$ cat src/rtl/rfcc_pkg.sv
// Package for the range frame CRC-8 checker.
// Holds the result type, status and kind codes, frame positions and the CRC-8 update.
// Used by every module of the checker; depends on nothing.
`timescale 1ns / 1ps

package rfcc_pkg;

   localparam int unsigned FRAME_BYTES = 4;
   localparam int unsigned POS_W       = $clog2(FRAME_BYTES);

   localparam logic [POS_W-1:0] POS_HEADER = POS_W'(0);
   localparam logic [POS_W-1:0] POS_LOW    = POS_W'(1);
   localparam logic [POS_W-1:0] POS_HIGH   = POS_W'(2);
   localparam logic [POS_W-1:0] POS_CRC    = POS_W'(FRAME_BYTES - 1);

   localparam logic [7:0] HEADER_RESET = 8'h54;
   localparam logic [7:0] CRC_POLY     = 8'h8C;

   localparam logic [1:0] STATUS_OK      = 2'd0;
   localparam logic [1:0] STATUS_HDR_BAD = 2'd1;
   localparam logic [1:0] STATUS_CRC_BAD = 2'd2;

   localparam logic [1:0] KIND_NORMAL  = 2'd0;
   localparam logic [1:0] KIND_MINIMUM = 2'd1;
   localparam logic [1:0] KIND_INVALID = 2'd2;
   localparam logic [1:0] KIND_BEYOND  = 2'd3;

   localparam logic [15:0] DIST_MINIMUM = 16'h0000;
   localparam logic [15:0] DIST_INVALID = 16'h0001;
   localparam logic [15:0] DIST_BEYOND  = 16'hFFFF;

   localparam int unsigned RSP_DATA_W = 24;

   typedef struct packed {
      logic [1:0]  reading_kind;
      logic [15:0] distance;
      logic [1:0]  frame_status;
   } rfcc_result_type;

   // Reflected CRC-8, one byte, bit by bit.
   function automatic logic [7:0] crc8_update(input logic [7:0] crc, input logic [7:0] data);
      logic [7:0] c;
      c = crc ^ data;
      for (int k = 0; k < 8; k++) begin
         if (c[0]) begin
            c = (c >> 1) ^ CRC_POLY;
         end else begin
            c = c >> 1;
         end
      end
      return c;
   endfunction

endpackage

$ cat src/rtl/rfcc_in_reg.sv
// Input register of the range frame CRC-8 checker.
// Captures one received byte per beat and holds it until the frame logic takes it.
// Depends on rfcc_pkg.
`timescale 1ns / 1ps

module rfcc_in_reg
   import rfcc_pkg::*;
(
   input  logic       clock,
   input  logic       reset,
   input  logic       req_tvalid,
   output logic       req_tready,
   input  logic [7:0] req_tdata,
   input  logic       byte_take,
   output logic       byte_valid,
   output logic [7:0] byte_data
);

   logic       valid_ff;
   logic       valid_in;
   logic [7:0] data_ff;
   logic       load;

   assign req_tready = !valid_ff || byte_take;
   assign load       = req_tvalid && req_tready;

   always_comb begin
      if (load) begin
         valid_in = 1'b1;
      end else if (byte_take) begin
         valid_in = 1'b0;
      end else begin
         valid_in = valid_ff;
      end
   end

   always_ff @(posedge clock) begin
      if (reset) begin
         valid_ff <= 1'b0;
      end else begin
         valid_ff <= valid_in;
      end
   end

   always_ff @(posedge clock) begin
      if (load) begin
         data_ff <= req_tdata;
      end
   end

   assign byte_valid = valid_ff;
   assign byte_data  = data_ff;

endmodule

$ cat src/rtl/rfcc_frame_check.sv
// Frame tracker of the range frame CRC-8 checker.
// Keeps byte position, running CRC, header match and data bytes, and builds the result.
// Depends on rfcc_pkg.
`timescale 1ns / 1ps

module rfcc_frame_check
   import rfcc_pkg::*;
(
   input  logic            clock,
   input  logic            reset,
   input  logic            csr_wr,
   input  logic [7:0]      csr_wdata,
   input  logic            byte_valid,
   input  logic [7:0]      byte_data,
   input  logic            out_free,
   output logic            byte_take,
   output logic            res_valid,
   output rfcc_result_type res
);

   logic [7:0]       header_ff;
   logic [POS_W-1:0] pos_ff;
   logic [POS_W-1:0] pos_in;
   logic [7:0]       crc_ff;
   logic [7:0]       crc_in;
   logic             hdr_ok_ff;
   logic [7:0]       low_ff;
   logic [7:0]       high_ff;
   logic [15:0]      frame_dist;
   logic             at_crc;

   assign at_crc     = (pos_ff == POS_CRC);
   assign byte_take  = byte_valid && (!at_crc || out_free);
   assign res_valid  = byte_take && at_crc;
   assign frame_dist = {high_ff, low_ff};

   always_comb begin
      pos_in = pos_ff;
      crc_in = crc_ff;
      if (byte_take) begin
         if (at_crc) begin
            pos_in = POS_HEADER;
            crc_in = 8'h00;
         end else begin
            pos_in = pos_ff + POS_W'(1);
            crc_in = crc8_update(crc_ff, byte_data);
         end
      end
   end

   always_comb begin
      res = '0;
      if (!hdr_ok_ff) begin
         res.frame_status = STATUS_HDR_BAD;
      end else if (crc_ff != byte_data) begin
         res.frame_status = STATUS_CRC_BAD;
      end else begin
         res.frame_status = STATUS_OK;
         res.distance     = frame_dist;
         if (frame_dist == DIST_MINIMUM) begin
            res.reading_kind = KIND_MINIMUM;
         end else if (frame_dist == DIST_INVALID) begin
            res.reading_kind = KIND_INVALID;
         end else if (frame_dist == DIST_BEYOND) begin
            res.reading_kind = KIND_BEYOND;
         end else begin
            res.reading_kind = KIND_NORMAL;
         end
      end
   end

   always_ff @(posedge clock) begin
      if (reset) begin
         header_ff <= HEADER_RESET;
         pos_ff    <= POS_HEADER;
         crc_ff    <= 8'h00;
         hdr_ok_ff <= 1'b0;
      end else begin
         if (csr_wr) begin
            header_ff <= csr_wdata;
         end
         pos_ff <= pos_in;
         crc_ff <= crc_in;
         if (byte_take && (pos_ff == POS_HEADER)) begin
            hdr_ok_ff <= (byte_data == header_ff);
         end
      end
   end

   always_ff @(posedge clock) begin
      if (byte_take && (pos_ff == POS_LOW)) begin
         low_ff <= byte_data;
      end
      if (byte_take && (pos_ff == POS_HIGH)) begin
         high_ff <= byte_data;
      end
   end

endmodule

$ cat src/rtl/rfcc_out_reg.sv
// Result register of the range frame CRC-8 checker.
// Holds one finished result until the receiver takes it, and packs it into the beat.
// Depends on rfcc_pkg.
`timescale 1ns / 1ps

module rfcc_out_reg
   import rfcc_pkg::*;
(
   input  logic                  clock,
   input  logic                  reset,
   input  logic                  res_valid,
   input  rfcc_result_type       res,
   output logic                  out_free,
   output logic                  rsp_tvalid,
   input  logic                  rsp_tready,
   output logic [RSP_DATA_W-1:0] rsp_tdata
);

   logic            valid_ff;
   logic            valid_in;
   rfcc_result_type data_ff;

   assign out_free = !valid_ff || rsp_tready;

   always_comb begin
      if (res_valid) begin
         valid_in = 1'b1;
      end else if (rsp_tready) begin
         valid_in = 1'b0;
      end else begin
         valid_in = valid_ff;
      end
   end

   always_ff @(posedge clock) begin
      if (reset) begin
         valid_ff <= 1'b0;
      end else begin
         valid_ff <= valid_in;
      end
   end

   always_ff @(posedge clock) begin
      if (res_valid) begin
         data_ff <= res;
      end
   end

   assign rsp_tvalid = valid_ff;
   assign rsp_tdata  = {(RSP_DATA_W - $bits(rfcc_result_type))'(0), data_ff};

endmodule

$ cat src/rtl/range_frame_crc8_checker_core.sv
// Top level of the range frame CRC-8 checker.
// Instantiates rfcc_in_reg, rfcc_frame_check and rfcc_out_reg; depends on rfcc_pkg.
//
// The req channel carries one received byte per beat. Bytes form frames of four:
// header, low data byte, high data byte and CRC-8 over the first three bytes.
// The fourth byte of each frame produces one beat on the rsp channel with the
// frame status, the 16-bit distance and its reading kind; other bytes produce none.
// The csr channel writes the expected header byte; csr_ready is always high. The user
// must write it only while no frame is in flight; the block itself does not enforce it.
// A byte is captured in an input register and then checked by the frame logic; a
// CRC byte's result is stored in the output register, which offers it on rsp.
// One byte is accepted every cycle unless a CRC byte waits for the output
// register; the CRC update and compare are combinational.
// Synchronous reset clears position, CRC and both valid flags, and sets the
// expected header to 0x54. When the receiver stalls with a result held, bytes
// that complete no frame are still accepted; a CRC byte waits until the output
// register frees, and req_tready then drops once the input register is full.
`timescale 1ns / 1ps

module range_frame_crc8_checker_core
   import rfcc_pkg::*;
(
   input  logic                  clock,
   input  logic                  reset,
   input  logic                  req_tvalid,
   output logic                  req_tready,
   input  logic [7:0]            req_tdata,   // [7:0] rx_byte
   output logic                  rsp_tvalid,
   input  logic                  rsp_tready,
   output logic [RSP_DATA_W-1:0] rsp_tdata,   // [1:0] frame_status, [17:2] distance,
                                              // [19:18] reading_kind, [23:20] zero
   input  logic                  csr_valid,
   output logic                  csr_ready,
   input  logic [7:0]            csr_data     // [7:0] header_value
);

   logic            byte_valid;
   logic [7:0]      byte_data;
   logic            byte_take;
   logic            out_free;
   logic            res_valid;
   rfcc_result_type res;

   assign csr_ready = 1'b1;

   rfcc_in_reg u_in_reg (
      .clock      (clock),
      .reset      (reset),
      .req_tvalid (req_tvalid),
      .req_tready (req_tready),
      .req_tdata  (req_tdata),
      .byte_take  (byte_take),
      .byte_valid (byte_valid),
      .byte_data  (byte_data)
   );

   rfcc_frame_check u_frame_check (
      .clock      (clock),
      .reset      (reset),
      .csr_wr     (csr_valid && csr_ready),
      .csr_wdata  (csr_data),
      .byte_valid (byte_valid),
      .byte_data  (byte_data),
      .out_free   (out_free),
      .byte_take  (byte_take),
      .res_valid  (res_valid),
      .res        (res)
   );

   rfcc_out_reg u_out_reg (
      .clock      (clock),
      .reset      (reset),
      .res_valid  (res_valid),
      .res        (res),
      .out_free   (out_free),
      .rsp_tvalid (rsp_tvalid),
      .rsp_tready (rsp_tready),
      .rsp_tdata  (rsp_tdata)
   );

endmodule

$ cat config.mk
export PLATFORM = sky130hd
export DESIGN_NAME = range_frame_crc8_checker_core
export DESIGN_NICKNAME = d
export VERILOG_FILES = /design/src/rtl/rfcc_pkg.sv /design/src/rtl/rfcc_in_reg.sv /design/src/rtl/rfcc_frame_check.sv /design/src/rtl/rfcc_out_reg.sv /design/src/rtl/range_frame_crc8_checker_core.sv
export SDC_FILE = /design/constraint.sdc
export NUM_CORES = 1
export LEC_CHECK = 0
export CORE_ASPECT_RATIO = 0.9
export CORE_MARGIN = 2
export CORE_UTILIZATION = 50
export CTS_CLUSTER_DIAMETER = 50
export DETAILED_ROUTE_END_ITERATION = 7
export DONT_BUFFER_PORTS = 1
export GPL_ROUTABILITY_DRIVEN = 0
export SETUP_SLACK_MARGIN = 0.5
export SYNTH_ARGS = -nofsm -noshare
export SYNTH_HDL_FRONTEND = slang
export SYNTH_HIERARCHICAL = 1
export SYNTH_SLANG_ARGS = --single-unit
$ cat constraint.sdc
create_clock -name clock -period 3.74 [get_ports clock]
set_clock_uncertainty 0.05 [all_clocks]
set_input_delay 0.561 -clock clock [delete_from_list [all_inputs] [get_ports clock]]
set_output_delay 0.561 -clock clock [all_outputs]
set_load 0.005 [all_outputs]
# Yosys cells after proc, flatten, opt, wreduce, memory -nomap -nowiden
# Cells that the tools add are included.
# word_totals
romBits,0
n_memories,0
regBits,65
out_inout_bits,27
ram_bits,0
in_bits,21
wordCells,81
latchBits,0
# classes
bitwise_logic,10
mux,32
shift,0
n_lt_le_gt_ge,0
n_reduce_logical,18
div_mod_pow,0
multipliers,0
n_eq_ne,7
n_addsub,1
# ops
operator,n
two-way mux 8 bit,23
inverter 2 -> 3 bit,8
equality test 16 x 1 -> 1 bit (second input constant),1
equality test 16 bit (second input constant),1
zero test 16 bit,1
equality test 8 bit,1
two-way mux 2 bit,4
inequality test 8 bit,1
XOR 8 bit,1
logical AND 1 bit,6
two-way mux 1 bit,5
equality test 2 bit (second input constant),2
nonzero test 2 bit,2
zero test 1 bit,3
logical OR 1 bit,3
OR reduction 3 bit,1
adder 2 x 1 -> 2 bit (second input constant),1
equality test 2 x 1 -> 1 bit (second input constant),1
zero test 2 bit,1
OR reduction 2 bit,1
inverter 1 bit,1

# Logic depth before layout (Yosys ltp)
# logic_depth
ltp_word,32
mapped_depth,7
depth_no_buf,7

# Modules after synthesis
# The synthesis kept the hierarchy.
# modules_own_cells
module,cells_per_inst,instances,seq_area_each_um2,area_each_um2
rfcc_frame_check,168,1,860.8,1746.7
rfcc_out_reg,29,1,620.6,680.7
rfcc_in_reg,13,1,260.2,295.3
range_frame_crc8_checker_core,2,1,0.0,11.3

# Worst setup path before layout
# No wires, ideal clock.
# synth_path
path_type,register to register
start,register u_frame_check.pos_ff[0]
end,register u_out_reg.data_ff (netlist bit u_out_reg/rsp_tdata[0]) (enable)
t_arrival_ps,1917
path_buffers,1
stages_incl_launch_ff,6
period_less_slack_ps,2365
setup_slack_ps,1375
setup_ps,398
required_time_ps,3292
path_cell_list,dfxtp_1 > ha_1 > inv_1 > o21ai_0 > clkbuf_1 > nor2_1
# synth_between
elab_chain_len,5
# synth_lines
item,line,source
from (decl),rfcc_frame_check.sv:22,logic [POS_W-1:0] pos_ff;
from (signal assigned),rfcc_frame_check.sv:82,pos_ff <= pos_in;
equality test 2 bit (*),rfcc_frame_check.sv:32,assign at_crc = (pos_ff == POS_CRC);
zero test 1 bit,rfcc_frame_check.sv:33,assign byte_take = byte_valid && (!at_crc || out_free);
logical OR 1 bit,rfcc_frame_check.sv:33,
logical AND 1 bit,rfcc_frame_check.sv:33,
logical AND 1 bit (*),rfcc_frame_check.sv:34,assign res_valid = byte_take && at_crc;
net res_valid,range_frame_crc8_checker_core.sv:41,logic res_valid;
to (signal assigned),rfcc_out_reg.sv:45,data_ff <= res;
to (decl),rfcc_out_reg.sv:21,rfcc_result_type data_ff;
# The timed path passes the listed nets; every way through them passes the cells marked *.
# A chain may end at the register's enable or synchronous reset.

# Final worst setup path
# layout_path
start,register u_frame_check.pos_ff[0]
end,output req_tready
# layout_between
elab_chain_len,5
# layout_lines
item,line,source
equality test 2 bit,rfcc_frame_check.sv:32,
zero test 1 bit,rfcc_frame_check.sv:33,
logical OR 1 bit,rfcc_frame_check.sv:33,
logical AND 1 bit,rfcc_frame_check.sv:33,
net byte_take,range_frame_crc8_checker_core.sv:39,logic byte_take;
logical OR 1 bit,rfcc_in_reg.sv:24,assign req_tready = !valid_ff || byte_take;
to (decl),range_frame_crc8_checker_core.sv:26,"output logic req_tready,"
# The timed path passes the listed nets, and every way through them passes these cells.

==> run_results.csv <==
group,metric,value,unit
outcome,status,"complete, no violations",
critical_path,cp_top_family,"buffers and inverters",
route,viasPerCell,5.279,
clocking,clk_latency,0.34,ns
timing,rsz0062_at_grt,"false",
critical_path,crit_type,"reg2out",
job,drv_cap,0,
synthesis,synth-warning-count,6,
route,postRouteAntennaNets,0,
clocking,post_cts_buffers,0,
critical_path,cp.required,3.13,ns
grt,grt.total_usage,0.1673,
timing,relSlewSlack,0.5477,
synthesis,synth-seq-cells,65,
synthesis,synth_compound_area_frac,0.04714,
route,wire_per_inst,16.11,um
synthesis,synth_top_family_by_area,"simple AND/OR/NAND/NOR gates",
route,drt_iter0_markers,81,
synthesis,synth_adder_area_share,0.01831,
route,drc,0,
floorplanning,die_area,0.006076,sq mm
timing,max_slew.worst_pin.slew,0.6748,ns
route,wl,4.672,mm
synthesis,synth_area_per_cell,12.90,sq um
grt,grt_antenna_before_repair,0,
cells_and_area,fillers,443,
power_and_ir_drop,power_density,625.9,mW/mm^2
grt,grt_pass1_vias,1501,
clocking,cts_buffers,9,
critical_path,reg2reg_setup_slack,1.57,ns
clocking,cts_tree,"built",
cells_and_area,final_cell_mix,"44 x edfxtp_1, 21 x dfxtp_1, 17 x and2_1, 15 x nor2_1, 14 x xnor2_1",
synthesis,synth_xor_area_frac,0.1011,
clocking,post_cts_resized,0,
timing,setup_viol,0,
cells_and_area,antenna_cells,0,
critical_path,max_stage_delay,0.40,ns
cells_and_area,nets,243,
route,vias,1531,
clocking,cts-root-buf,"clkbuf_8",
placement,io_buffers,0,
clocking,htreeDepth,3,
grt,grt_max_degree,22,
timing,tns,0,ns
synthesis,synthesis.area,0.002734,sq mm
critical_path,start_kind,"flip-flop",
synthesis,yosys.area_share.simple,0.1423,
cells_and_area,mostFrequentLayoutCell,"edfxtp_1",
floorplanning,coreArea,0.005255,sq mm
critical_path,end_kind,"primary output",
critical_path,critPathBufInv,3,
critical_path,cp_max_fo,13,
timing,hold_viol,0,
synthesis,synth.area.mux_share,0.01831,
floorplanning,initial_core_util,0.5202,
timing,period_needed,2.473,ns
min_path,hold_class,"in2reg",
clocking,cts_hold_buf,0,
critical_path,cpMostUsedCell,"inv_1",
clocking,clk_pin_slew,0.06,ns
grt,grt_pass1_wl,7.120,mm
synthesis,synth.yosys.seq_area_share,0.6371,
critical_path,cp_slowest_cell,"dfxtp_1",
clocking,max-clock-path-buffers,2,
grt,grt_remaining_overflow,0,
power_and_ir_drop,irDropWorstVdd,347.2,uV
floorplanning,num_rows,25,
synthesis,synthCells,212,
placement,place_hpwl,3.371,mm
timing,period_share,0.6613,
cells_and_area,fin_util,0.5750,
route,dr.pass1.iters,4,
floorplanning,boundaryPins,48,
floorplanning,die_w,81.95,um
clocking,clock-sinks,65,
cells_and_area,drive_gt1_frac,0.1211,
critical_path,arrival,1.86,ns
critical_path,path_cells,"ha_1, inv_1, o21ai_0, buf_4, inv_1, nand2b_4",
synthesis,ys_types,33,
floorplanning,die-height,74.15,um
power_and_ir_drop,power.leakage,1.111,nW
cells_and_area,area_delta_synth_final,10.53,%
timing,slew_viol_final,0,
timing,fmax,404.3,MHz
## layout make-up
cell class	instances	area, sq um	area share
clock buffer	13	190.2	0.06294
timing repair buffer	2	15.01	0.004969
tap	67	83.83	0.02774
inverter	9	33.78	0.01118
multi-input combinational	131	913.4	0.3023
sequential	65	1742	0.5764
clock inverter	3	43.79	0.01449
## where the power goes
group	switching [mW]	total, mW	leakage (nW)	internal, mW
Combinational	0.195	0.371	0.374	0.176
Clock	0.257	0.660	0.121	0.403
Sequential	0.0440	0.861	0.617	0.817
## metal layers
metal	share of wire	GRT usage
met2	0.48	0.2620
met1	0.44	0.1973
met4	0.037	0.1185
met5	0	0
met3	0.042	0.05097
## synth_stat cells
cell,count,area [sq um]
inv_1,9,33.78
nand2b_4,2,27.53
mux2i_1,5,50.05
nand4_1,8,50.05
nor2_1,15,56.30
dfxtp_1,21,420.4
a31oi_1,1,6.260
nand2_1,9,33.78
conb_1,2,7.510
nor2b_1,3,18.77
a21oi_1,4,20.02
nor3_1,3,15.01
xor2_1,12,105.1
nand3_1,1,5.000
or3_1,1,6.260
and2_4,1,8.760
o21a_1,2,15.01
a21oi_2,2,17.52
xnor2_2,2,32.53
xnor2_1,14,122.6
nor4_1,7,43.79
and2_1,17,106.4
clkbuf_1,5,18.77
xor2_2,1,16.27
buf_4,5,37.54
a211o_1,3,26.28
edfxtp_1,44,1321
o21ai_0,4,20.02
a22o_1,1,8.760
or4_1,1,7.510
nor3_2,1,10.01
ha_1,4,50.05
a22oi_1,2,15.01
## stage by stage
stage	area [sq um]	hold WS [ns]	total power, mW	worst slack, ns	std cells
after CTS	3022	0.2149	1.907	1.276	290
final	3022	0.2241	1.891	1.267	290
after global placement	2788	0.3977	1.229	1.623	274
after floorplan	2745	0.3863	1.184	1.375	215
after detailed placement	2788	0.3959	1.240	1.576	274
after global routing	3022	0.2169	1.974	1.047	290
## worst paths after layout
path,from,to,depth (start not counted)
worst max-delay path,u_frame_check/pos_ff[0],req_tready,6
worst min-delay path,reset,u_in_reg/byte_valid,1
worst max register to register,u_in_reg/byte_data[4],u_out_reg/rsp_tdata[5],4
worst min register to register,u_frame_check/hdr_ok_ff,u_frame_check/hdr_ok_ff,2
## registers in the layout, indices dropped and copies added (netlist names)
| signal | flops |
|---|---|
| u_frame_check/hdr_ok_ff | 1 |
| u_out_reg/rsp_tvalid | 1 |
| u_frame_check/high_ff | 8 |
| u_frame_check/pos_ff | 2 |
| u_frame_check/crc_ff | 8 |
| u_in_reg/byte_valid | 1 |
| u_frame_check/header_ff | 8 |
| u_out_reg/rsp_tdata | 20 |
| u_frame_check/low_ff | 8 |
| u_in_reg/byte_data | 8 |
## cells by family after synthesis
logic type                 count (synthesis)
DFF                                       65
and+or+nand+nor                           69
other                                      2
buffers and inverters                     19
muxes                                      5
adders and majority gates                  4
AOI/OAI and AO/OA                         19
xor gates and xnor gates                  29
Power figures use the tool's default switching activity.
